--- config.mk ---
export PLATFORM = sky130hd
export DESIGN_NAME = line_segment_clipper_top
export DESIGN_NICKNAME = d
export VERILOG_FILES = /design/src/sv/lsc_pkg.sv /design/src/sv/line_segment_clipper_top.sv /design/src/sv/lsc_interp.sv
export SDC_FILE = /design/constraint.sdc
export NUM_CORES = 2
export LEC_CHECK = 0
export BUFFER_PORTS_ARGS = -buffer_cell sky130_fd_sc_hd__buf_2
export CAP_MARGIN = 40
export CORE_ASPECT_RATIO = 1.4
export CORE_MARGIN = 3
export CORE_UTILIZATION = 39
export DETAILED_ROUTE_END_ITERATION = 16
export GPL_TIMING_DRIVEN = 0
export PLACE_DENSITY = 0.61
export SYNTH_ARGS = -nofsm -noshare
export SYNTH_HDL_FRONTEND = slang
export SYNTH_SLANG_ARGS = --single-unit
--- constraint.sdc ---
create_clock -name i_clk -period 9.8 [get_ports i_clk]
set_clock_uncertainty 0.2 [all_clocks]
set_input_delay 0.98 -clock i_clk [delete_from_list [all_inputs] [get_ports i_clk]]
set_output_delay 0.98 -clock i_clk [all_outputs]
set_load 0.03 [all_outputs]
--- src/sv/lsc_pkg.sv ---
// Shared types and constants for the line segment clipper.
// Holds the outcode bit assignments, register indexes and bus sizes; no dependencies.
`timescale 1ns / 1ps
`default_nettype none

package lsc_pkg;

    // Four-bit region code of one endpoint relative to the window.
    typedef logic [3:0] t_outcode;

    localparam t_outcode CODE_NONE  = 4'b0000;
    localparam t_outcode CODE_LEFT  = 4'b0001;
    localparam t_outcode CODE_RIGHT = 4'b0010;
    localparam t_outcode CODE_BELOW = 4'b0100;
    localparam t_outcode CODE_ABOVE = 4'b1000;

    // Slide counter.
    localparam int PASS_BITS = 3;
    typedef logic [PASS_BITS-1:0] t_pass;
    localparam t_pass MAX_SLIDES = 3'd4;

    // Configuration bus.
    localparam int APB_ADDR_BITS = 4;
    localparam int APB_DATA_BITS = 32;

    typedef logic [1:0] t_reg_idx;
    localparam t_reg_idx REG_X_MIN = 2'd0;
    localparam t_reg_idx REG_X_MAX = 2'd1;
    localparam t_reg_idx REG_Y_MIN = 2'd2;
    localparam t_reg_idx REG_Y_MAX = 2'd3;

endpackage

`default_nettype wire

--- src/sv/line_segment_clipper_top.sv ---
// Top level of the Cohen-Sutherland line segment clipper.
// Depends on lsc_pkg and the shared interpolation unit lsc_interp.
`timescale 1ns / 1ps
`default_nettype none

// The block clips one segment at a time against the window held in four signed
// registers (left, right, bottom, top), written over the APB port at byte addresses
// 0, 4, 8 and 12. After an input transfer it forms the outcodes of both endpoints;
// when both are zero the segment is visible, when they share a bit it is rejected,
// and otherwise the outside endpoint (the start point when both are outside) slides
// onto one window edge, tested in the order top, bottom, right, left, for at most
// four slides. A segment still undecided after four slides is reported as rejected,
// and a rejected segment returns zero coordinates. Every slide runs on a single
// interpolation unit: one multiply and then a restoring division that retires one
// quotient bit per cycle. The input side stalls while an item is in work; the
// result sits in an output register, so the next input transfer can be taken while
// it still waits for its output transfer.
module line_segment_clipper_top #(
    parameter int COORD_BITS = 16
) (
    input  wire logic                                i_clk,
    input  wire logic                                i_rst_n,
    // Input channel
    input  wire logic                                i_in_valid,
    output logic                                     o_in_stall,
    input  wire logic signed [COORD_BITS-1:0]        i_start_x,
    input  wire logic signed [COORD_BITS-1:0]        i_start_y,
    input  wire logic signed [COORD_BITS-1:0]        i_end_x,
    input  wire logic signed [COORD_BITS-1:0]        i_end_y,
    // Result channel
    output logic                                     o_out_valid,
    input  wire logic                                i_out_stall,
    output logic                                     o_visible,
    output logic signed [COORD_BITS-1:0]             o_clipped_start_x,
    output logic signed [COORD_BITS-1:0]             o_clipped_start_y,
    output logic signed [COORD_BITS-1:0]             o_clipped_end_x,
    output logic signed [COORD_BITS-1:0]             o_clipped_end_y,
    // Configuration port
    input  wire logic                                psel,
    input  wire logic                                penable,
    input  wire logic                                pwrite,
    input  wire logic [lsc_pkg::APB_ADDR_BITS-1:0]   paddr,
    input  wire logic [lsc_pkg::APB_DATA_BITS-1:0]   pwdata,
    output logic [lsc_pkg::APB_DATA_BITS-1:0]        prdata,
    output logic                                     pready
);

    import lsc_pkg::*;

    localparam int N = COORD_BITS;

    localparam logic [1:0] ST_IDLE  = 2'd0;
    localparam logic [1:0] ST_CHECK = 2'd1;
    localparam logic [1:0] ST_WAIT  = 2'd2;

    // Window registers.
    logic signed [N-1:0] r_win_x_min, r_win_x_max, r_win_y_min, r_win_y_max;

    // Working endpoints and sequencer.
    logic [1:0]          r_state;
    logic signed [N-1:0] r_x1, r_y1, r_x2, r_y2;
    t_pass               r_pass;
    logic                r_first;
    logic                r_horiz;
    logic signed [N-1:0] r_edge;

    // Output register.
    logic                r_out_valid;
    logic                r_vis;
    logic signed [N-1:0] r_out_x1, r_out_y1, r_out_x2, r_out_y2;

    // Combinational decisions of the check state.
    t_outcode            c1, c2, csel;
    logic                is_vis, is_rej, finish, out_free, unit_start, cfg_wr, load_out;
    logic                horiz;
    logic signed [N-1:0] edge_val, base;
    logic signed [N:0]   dx, dy, dv, dn, den;
    logic signed [N-1:0] cross_val;
    logic                unit_done;
    logic signed [N-1:0] unit_result;
    t_reg_idx            reg_idx;

    function automatic t_outcode f_outcode(
        input logic signed [N-1:0] x,
        input logic signed [N-1:0] y,
        input logic signed [N-1:0] x_min,
        input logic signed [N-1:0] x_max,
        input logic signed [N-1:0] y_min,
        input logic signed [N-1:0] y_max
    );
        t_outcode code;
        code = CODE_NONE;
        if (x < x_min) begin
            code = code | CODE_LEFT;
        end else if (x > x_max) begin
            code = code | CODE_RIGHT;
        end
        if (y < y_min) begin
            code = code | CODE_BELOW;
        end else if (y > y_max) begin
            code = code | CODE_ABOVE;
        end
        return code;
    endfunction

    always_comb begin
        c1   = f_outcode(r_x1, r_y1, r_win_x_min, r_win_x_max, r_win_y_min, r_win_y_max);
        c2   = f_outcode(r_x2, r_y2, r_win_x_min, r_win_x_max, r_win_y_min, r_win_y_max);
        csel = (c1 != CODE_NONE) ? c1 : c2;

        is_vis = ((c1 | c2) == CODE_NONE);
        is_rej = !is_vis && (((c1 & c2) != CODE_NONE) || (r_pass == MAX_SLIDES));
        finish = is_vis || is_rej;

        // Pick the edge: top first, then bottom, right and left.
        horiz = ((csel & (CODE_ABOVE | CODE_BELOW)) != CODE_NONE);
        if ((csel & CODE_ABOVE) != CODE_NONE) begin
            edge_val = r_win_y_max;
        end else if ((csel & CODE_BELOW) != CODE_NONE) begin
            edge_val = r_win_y_min;
        end else if ((csel & CODE_RIGHT) != CODE_NONE) begin
            edge_val = r_win_x_max;
        end else begin
            edge_val = r_win_x_min;
        end

        // Interpolation always runs from the current start point.
        dx        = {r_x2[N-1], r_x2} - {r_x1[N-1], r_x1};
        dy        = {r_y2[N-1], r_y2} - {r_y1[N-1], r_y1};
        cross_val = horiz ? r_y1 : r_x1;
        dn        = {edge_val[N-1], edge_val} - {cross_val[N-1], cross_val};
        base      = horiz ? r_x1 : r_y1;
        dv        = horiz ? dx : dy;
        den       = horiz ? dy : dx;

        out_free   = !r_out_valid || !i_out_stall;
        unit_start = (r_state == ST_CHECK) && !finish;
        load_out   = (r_state == ST_CHECK) && finish && out_free;
    end

    lsc_interp #(
        .COORD_BITS (COORD_BITS)
    ) u_interp (
        .i_clk    (i_clk),
        .i_rst_n  (i_rst_n),
        .i_start  (unit_start),
        .i_base   (base),
        .i_dv     (dv),
        .i_dn     (dn),
        .i_den    (den),
        .o_done   (unit_done),
        .o_result (unit_result)
    );

    // Sequencer: idle, check outcodes, wait for the interpolation unit.
    // A new result may be loaded in the same cycle as the old one leaves.
    always_ff @(posedge i_clk) begin
        if (!i_rst_n) begin
            r_state     <= ST_IDLE;
            r_out_valid <= 1'b0;
        end else begin
            if (load_out) begin
                r_out_valid <= 1'b1;
            end else if (r_out_valid && !i_out_stall) begin
                r_out_valid <= 1'b0;
            end
            case (r_state)
                ST_IDLE: begin
                    if (i_in_valid) begin
                        r_state <= ST_CHECK;
                    end
                end
                ST_CHECK: begin
                    if (!finish) begin
                        r_state <= ST_WAIT;
                    end else if (out_free) begin
                        r_state <= ST_IDLE;
                    end
                end
                ST_WAIT: begin
                    if (unit_done) begin
                        r_state <= ST_CHECK;
                    end
                end
                default: r_state <= ST_IDLE;
            endcase
        end
    end

    // Endpoint and output datapath.
    always_ff @(posedge i_clk) begin
        case (r_state)
            ST_IDLE: begin
                if (i_in_valid) begin
                    r_x1   <= i_start_x;
                    r_y1   <= i_start_y;
                    r_x2   <= i_end_x;
                    r_y2   <= i_end_y;
                    r_pass <= '0;
                end
            end
            ST_CHECK: begin
                if (!finish) begin
                    r_first <= (c1 != CODE_NONE);
                    r_horiz <= horiz;
                    r_edge  <= edge_val;
                end else if (out_free) begin
                    r_vis    <= is_vis;
                    r_out_x1 <= is_vis ? r_x1 : '0;
                    r_out_y1 <= is_vis ? r_y1 : '0;
                    r_out_x2 <= is_vis ? r_x2 : '0;
                    r_out_y2 <= is_vis ? r_y2 : '0;
                end
            end
            ST_WAIT: begin
                if (unit_done) begin
                    r_pass <= r_pass + 1'b1;
                    if (r_first) begin
                        r_x1 <= r_horiz ? unit_result : r_edge;
                        r_y1 <= r_horiz ? r_edge : unit_result;
                    end else begin
                        r_x2 <= r_horiz ? unit_result : r_edge;
                        r_y2 <= r_horiz ? r_edge : unit_result;
                    end
                end
            end
            default: begin
                r_pass <= '0;
            end
        endcase
    end

    // Configuration registers. The word index comes from paddr[3:2].
    assign reg_idx = paddr[3:2];
    assign cfg_wr  = psel && penable && pwrite;

    always_ff @(posedge i_clk) begin
        if (!i_rst_n) begin
            r_win_x_min <= N'(0);
            r_win_x_max <= N'(1023);
            r_win_y_min <= N'(0);
            r_win_y_max <= N'(767);
        end else if (cfg_wr) begin
            case (reg_idx)
                REG_X_MIN: r_win_x_min <= pwdata[N-1:0];
                REG_X_MAX: r_win_x_max <= pwdata[N-1:0];
                REG_Y_MIN: r_win_y_min <= pwdata[N-1:0];
                REG_Y_MAX: r_win_y_max <= pwdata[N-1:0];
                default: r_win_x_min <= r_win_x_min;
            endcase
        end
    end

    always_comb begin
        case (reg_idx)
            REG_X_MIN: prdata = APB_DATA_BITS'(r_win_x_min);
            REG_X_MAX: prdata = APB_DATA_BITS'(r_win_x_max);
            REG_Y_MIN: prdata = APB_DATA_BITS'(r_win_y_min);
            REG_Y_MAX: prdata = APB_DATA_BITS'(r_win_y_max);
            default:   prdata = '0;
        endcase
    end

    assign pready = 1'b1;

    // The input side also stalls while reset is held, so no transfer is lost then.
    assign o_in_stall        = (r_state != ST_IDLE) || !i_rst_n;
    assign o_out_valid       = r_out_valid;
    assign o_visible         = r_vis;
    assign o_clipped_start_x = r_out_x1;
    assign o_clipped_start_y = r_out_y1;
    assign o_clipped_end_x   = r_out_x2;
    assign o_clipped_end_y   = r_out_y2;

endmodule

`default_nettype wire

--- src/sv/lsc_interp.sv ---
// Shared interpolation unit: base + round(dv * dn / den), saturated to the coordinate range.
// One multiply, then a restoring division one quotient bit per cycle. No package needed.
`timescale 1ns / 1ps
`default_nettype none

module lsc_interp #(
    parameter int COORD_BITS = 16
) (
    input  wire logic                         i_clk,
    input  wire logic                         i_rst_n,
    input  wire logic                         i_start,
    input  wire logic signed [COORD_BITS-1:0] i_base,
    input  wire logic signed [COORD_BITS:0]   i_dv,
    input  wire logic signed [COORD_BITS:0]   i_dn,
    input  wire logic signed [COORD_BITS:0]   i_den,
    output logic                              o_done,
    output logic signed [COORD_BITS-1:0]      o_result
);

    localparam int N  = COORD_BITS;
    localparam int W  = 2 * N + 2;          // numerator and quotient width
    localparam int R  = N + 3;              // partial remainder width
    localparam int CW = $clog2(W + 1);

    localparam logic [2:0] U_IDLE = 3'd0;
    localparam logic [2:0] U_MUL  = 3'd1;
    localparam logic [2:0] U_NUM  = 3'd2;
    localparam logic [2:0] U_DIV  = 3'd3;
    localparam logic [2:0] U_FIX  = 3'd4;

    logic [2:0]          r_state, n_state;
    logic [N:0]          r_a, r_b, r_c;
    logic                r_neg, r_zero;
    logic signed [N-1:0] r_base;
    logic [W-1:0]        r_num;
    logic [R-1:0]        r_rem;
    logic [CW-1:0]       r_cnt;
    logic                r_done;
    logic signed [N-1:0] r_result;

    logic [N:0]          mag_dv, mag_dn, mag_den;
    logic [N:0]          add_term;
    logic [R-1:0]        rem_sh, div_d;
    logic                ge;
    logic [N+1:0]        q_sat;
    logic signed [N+2:0] base_ext, q_ext, sum;
    logic signed [N-1:0] clamped;

    always_comb begin
        mag_dv  = i_dv[N]  ? (~i_dv + 1'b1)  : i_dv;
        mag_dn  = i_dn[N]  ? (~i_dn + 1'b1)  : i_dn;
        mag_den = i_den[N] ? (~i_den + 1'b1) : i_den;
        // Rounding offset: ties go toward plus infinity, so one less is added for negative quotients.
        add_term = r_neg ? (r_c - 1'b1) : r_c;

        rem_sh = {r_rem[R-2:0], r_num[W-1]};
        div_d  = R'({r_c, 1'b0});
        ge     = (rem_sh >= div_d);

        // Any quotient past twice the range saturates the final sum anyway.
        if (|r_num[W-1:N+1]) begin
            q_sat = {1'b1, {(N+1){1'b0}}};
        end else begin
            q_sat = {1'b0, r_num[N:0]};
        end
        base_ext = {{3{r_base[N-1]}}, r_base};
        q_ext    = {1'b0, q_sat};
        sum      = r_neg ? (base_ext - q_ext) : (base_ext + q_ext);
        if ((&sum[N+2:N-1]) || !(|sum[N+2:N-1])) begin
            clamped = sum[N-1:0];
        end else if (sum[N+2]) begin
            clamped = {1'b1, {(N-1){1'b0}}};
        end else begin
            clamped = {1'b0, {(N-1){1'b1}}};
        end
    end

    always_comb begin
        n_state = r_state;
        case (r_state)
            U_IDLE: begin
                if (i_start) begin
                    n_state = U_MUL;
                end
            end
            U_MUL: n_state = U_NUM;
            U_NUM: n_state = U_DIV;
            U_DIV: begin
                if (r_cnt == CW'(1)) begin
                    n_state = U_FIX;
                end
            end
            U_FIX: n_state = U_IDLE;
            default: n_state = U_IDLE;
        endcase
    end

    always_ff @(posedge i_clk) begin
        if (!i_rst_n) begin
            r_state <= U_IDLE;
            r_done  <= 1'b0;
        end else begin
            r_state <= n_state;
            r_done  <= (r_state == U_FIX);
        end
    end

    always_ff @(posedge i_clk) begin
        case (r_state)
            U_IDLE: begin
                if (i_start) begin
                    r_a    <= mag_dv;
                    r_b    <= mag_dn;
                    r_c    <= mag_den;
                    r_neg  <= i_dv[N] ^ i_dn[N] ^ i_den[N];
                    r_zero <= (mag_den == '0);
                    r_base <= i_base;
                end
            end
            U_MUL: begin
                r_num <= W'(r_a * r_b);
            end
            U_NUM: begin
                r_num <= {r_num[W-2:0], 1'b0} + W'(add_term);
                r_rem <= '0;
                r_cnt <= CW'(W);
            end
            U_DIV: begin
                r_rem <= ge ? (rem_sh - div_d) : rem_sh;
                r_num <= {r_num[W-2:0], ge};
                r_cnt <= r_cnt - 1'b1;
            end
            U_FIX: begin
                r_result <= r_zero ? r_base : clamped;
            end
            default: begin
                r_cnt <= '0;
            end
        endcase
    end

    assign o_done   = r_done;
    assign o_result = r_result;

endmodule

`default_nettype wire

==> results.md <==
- The run finished with clean final reports.
- The class of the tightest hold or removal check is reg2reg.
- For this run the aggregate overflow at the end of global routing stands at 0.
- The final routed wire length divided by cell count is 24.0 µm.
- The number of optimization iterations in the first detailed-route pass is 6.
- The required time of the worst setup path is 9910 ps.
- Sequential elements use 29.2% of the synthesized area.
- The synthesized area per cell is 9.25 µm².
- The number of cells upsized or downsized after cts is 0.
- The DRC violation count after routing is 0.
- The count of cell types in the netlist is 93.
- The critical path is of the reg2reg type.
- The clock passes through at most 3 buffers.
- The count of final hold-check violations is 0.
- Measured against its own limit, the worst slew margin works out to 37.9%.
- CTS built an H-tree with a depth of 2.
- After the last flow step, the layout net total stands at 4,722.
- Setup violations remaining at the end of the flow were counted as 0.
- The number of global-route vias before repair is 30,000.
- The clock period could shrink to 8660 ps.
- Of all nets on the critical path, the largest fanout is 10.
- The routed layout has 29,100 vias.
- For this run, asynchronously set or reset flops after synthesis account for 0%.
- The max-slew violation count was 0.
- The origin of the critical flop-to-flop path is r_y1[15].
- The maximum number of pins on one net before global-route repair is 61.
- The top flip-flop cell by instance count after synthesis is sky130_fd_sc_hd__edfxtp_1.
- The hold-critical path depth is 2.
- Setup slack closes at 1140 ps.
- The number of port buffers is 187.
- The starting density of the core is 39.5%.
- Global routing used 26.8% of the available tracks.
- STA classifies the critical path startpoint as a flip-flop.
- TritonCTS created 41 clock buffers.
- After clock tree synthesis, the clock-pin slew on the worst setup and hold paths is 60 ps.
- The placement row count is 129.
- The floorplan step defined a die boundary enclosing 93,500 µm².
- For hold timing, the worst endpoint is r_win_x_min[4].
- The CTS tree is built.
- The post-synthesis instance total is 3,789.
- The wire length of the first global-routing pass is 187 mm.
- The synthesized design contains 364 register bits.
- Setup repair after global routing left no endpoint under its margin.
- The most common cell after layout, fill and taps aside is sky130_fd_sc_hd__nand2_1.
- The count of nets left with antenna violations once routing finished came out at 0.
- The later-pin clock latency in the skew report is 630 ps.
- The detailed-route vias per instance is 5.54.
- The die is 361 µm tall.
- The congestion estimate from routability-driven global placement came to 0.990.
- The horizontal die dimension is 259 µm.
- The endpoint arrival time on the critical path is 8770 ps.
- Of all cell types, the one taking the most synthesized area is sky130_fd_sc_hd__edfxtp_1.
- Counting flops with a built-in enable in the synthesized netlist gives 293.
- The post-cts hold buffer count is 0.
- The area growth from synthesis to layout is 12.0%.
- In the layout the commonest cells are 512 x sky130_fd_sc_hd__nand2_1, 453 x sky130_fd_sc_hd__inv_1, 340 x sky130_fd_sc_hd__ha_1, 293 x sky130_fd_sc_hd__edfxtp_1, 230 x sky130_fd_sc_hd__fa_1.
- The net count after synthesis is 4,466.
- The number of setup buffers added after CTS is 0.
- Pin placement for this block handled 207 I/O pins.
- In the post-synthesis netlist, the biggest area contributors are sky130_fd_sc_hd__edfxtp_1 25%, sky130_fd_sc_hd__fa_1 13%, sky130_fd_sc_hd__ha_1 12%, sky130_fd_sc_hd__nand2_1 5.5%, sky130_fd_sc_hd__inv_1 4.9%.
- Static timing analysis puts the maximum clock frequency at 115 MHz.
- The max-capacitance violation count is 0.
- The cell sitting at the root of the clock tree is a sky130_fd_sc_hd__clkbuf_16.
- The final routed wirelength across all metal layers is 126 mm.
- Yosys printed 0 warnings.
- In this run the biggest area consumer among cell types represents 25.1% of the synthesized area.
- The summed instance area of the synthesized netlist is 35,000 µm².
- The setup slack after placement is 1360 ps.
- The initial antenna violation count is 6.
- The kind of end point of the critical path is a flip-flop.
- The number of cells on the worst reg-to-reg path is 25.
- The detailed router finished its first iteration with 1,839 violations.
- The worst register-to-register path has a setup slack of 1140 ps.
- The core outline area is 88,800 µm².
- The transition time of the tightest slew-check pin is 932 ps.
- In this run the critical register-to-register path is captured at u_interp.r_b[14].
- The final cycle utilization of the critical path is 88.4%.
- The clock sink count is 364.
- The sum of net half-perimeters after detailed placement is 102 mm.
- Cells with a size suffix above 1 make up 9.24% of the layout.
- The worst hold path begins at r_win_x_min[4].
[critical path, cell delays in order, from the launching register on]
cell	delay, ps
sky130_fd_sc_hd__edfxtp_1	800
sky130_fd_sc_hd__ha_1	400
sky130_fd_sc_hd__a31oi_1	250
sky130_fd_sc_hd__o21ai_0	120
sky130_fd_sc_hd__a211o_1	280
sky130_fd_sc_hd__mux2i_2	710
sky130_fd_sc_hd__a21o_2	280
sky130_fd_sc_hd__nor2_8	90
sky130_fd_sc_hd__inv_2	60
sky130_fd_sc_hd__buf_2	230
sky130_fd_sc_hd__buf_2	280
sky130_fd_sc_hd__buf_2	310
sky130_fd_sc_hd__buf_2	280
sky130_fd_sc_hd__clkbuf_1	410
sky130_fd_sc_hd__o21ai_0	430
sky130_fd_sc_hd__ha_1	470
sky130_fd_sc_hd__o21ai_0	120
sky130_fd_sc_hd__a21boi_0	260
sky130_fd_sc_hd__o21a_1	180
sky130_fd_sc_hd__o21a_1	180
sky130_fd_sc_hd__nor2_1	120
sky130_fd_sc_hd__or4_1	560
sky130_fd_sc_hd__or4b_1	570
sky130_fd_sc_hd__or4_1	550
sky130_fd_sc_hd__nand2_1	100
sky130_fd_sc_hd__xnor2_1	80
[stage by stage]
step	cells	hold WS [ps]	TNS (ps)	instance area [µm²]	util [%]
2_1_floorplan	3789	259	0	35000	-
3_3_place_gp	5155	267	-109420	37400	42.2
3_5_place_dp	5180	299	0	37800	42.6
4_1_cts	5256	303	0	39200	44.2
5_1_grt	5257	332	0	39200	44.2
6_report	5260	304	0	39300	44.2
[area by class of cell]
cell class,count,area (µm²)
Buffer,163,688
Clock buffer,52,1110
Timing Repair Buffer,213,1230
Tap cell,1179,1480
Inverter,455,1710
Clock inverter,24,338
Antenna cell,3,7.51
Fill cell,8774,49500
Multi-Input combinational cell,2807,22500
Sequential cell,364,10200
[synthesized netlist by cell type (65+ instances only)]
cell type,count
sky130_fd_sc_hd__nand2_1,512
sky130_fd_sc_hd__inv_1,453
sky130_fd_sc_hd__ha_1,340
sky130_fd_sc_hd__edfxtp_1,293
sky130_fd_sc_hd__fa_1,230
sky130_fd_sc_hd__a21oi_1,216
sky130_fd_sc_hd__nor2_1,192
sky130_fd_sc_hd__and2_1,184
sky130_fd_sc_hd__clkbuf_1,124
sky130_fd_sc_hd__o21ai_0,115
sky130_fd_sc_hd__xnor2_1,115
sky130_fd_sc_hd__mux2i_1,90
sky130_fd_sc_hd__o21a_1,88
sky130_fd_sc_hd__dfxtp_1,71
sky130_fd_sc_hd__xor2_1,65
[worst max-delay path by stage]
stage                    start             endpoint  slack, ps  cells past startpoint
2_1_floorplan  u_interp.r_b[7]   u_interp.r_num[32]       2860                     24
3_3_place_gp          r_y1[11]  o_clipped_end_y[15]      -1710                     13
3_5_place_dp          r_y1[13]     u_interp.r_b[16]       1360                     25
4_1_cts               r_y1[15]     u_interp.r_b[16]       1300                     24
5_1_grt               r_y1[15]     u_interp.r_b[16]        740                     24
6_report              r_y1[15]     u_interp.r_b[14]       1140                     25
[routing by layer]
metal  global-route usage, %  vias up  share of wire, %
li1                        -    13500                 -
met1                    28.0    14100                35
met2                    47.9     1074                50
met3                    3.42      441               4.8
met4                    22.1        0                10
met5                       0        -                 0
[cell families after synthesis]
logic type | count (synthesis) | share of synthesized area [%]
simple gates | 1212 | 16.6
compound gates | 729 | 13.7
buf+inv | 618 | 6.83
fa+ha+maj | 570 | 25.3
flops | 364 | 29.2
xor+xnor | 180 | 4.50
mux | 115 | 3.90
other cells | 1 | 0.0107
[flip-flops by register name, indices dropped and copies added (netlist names), 17 cells and up]
signal and cells:
u_interp.r_b 17, u_interp.r_rem 18, u_interp.r_a 17, u_interp.r_num 34
u_interp.r_c 17
Power is left out: the tool's default activity adds up to more than one toggle a clock period on the data nets, which glitch-free logic cannot reach.
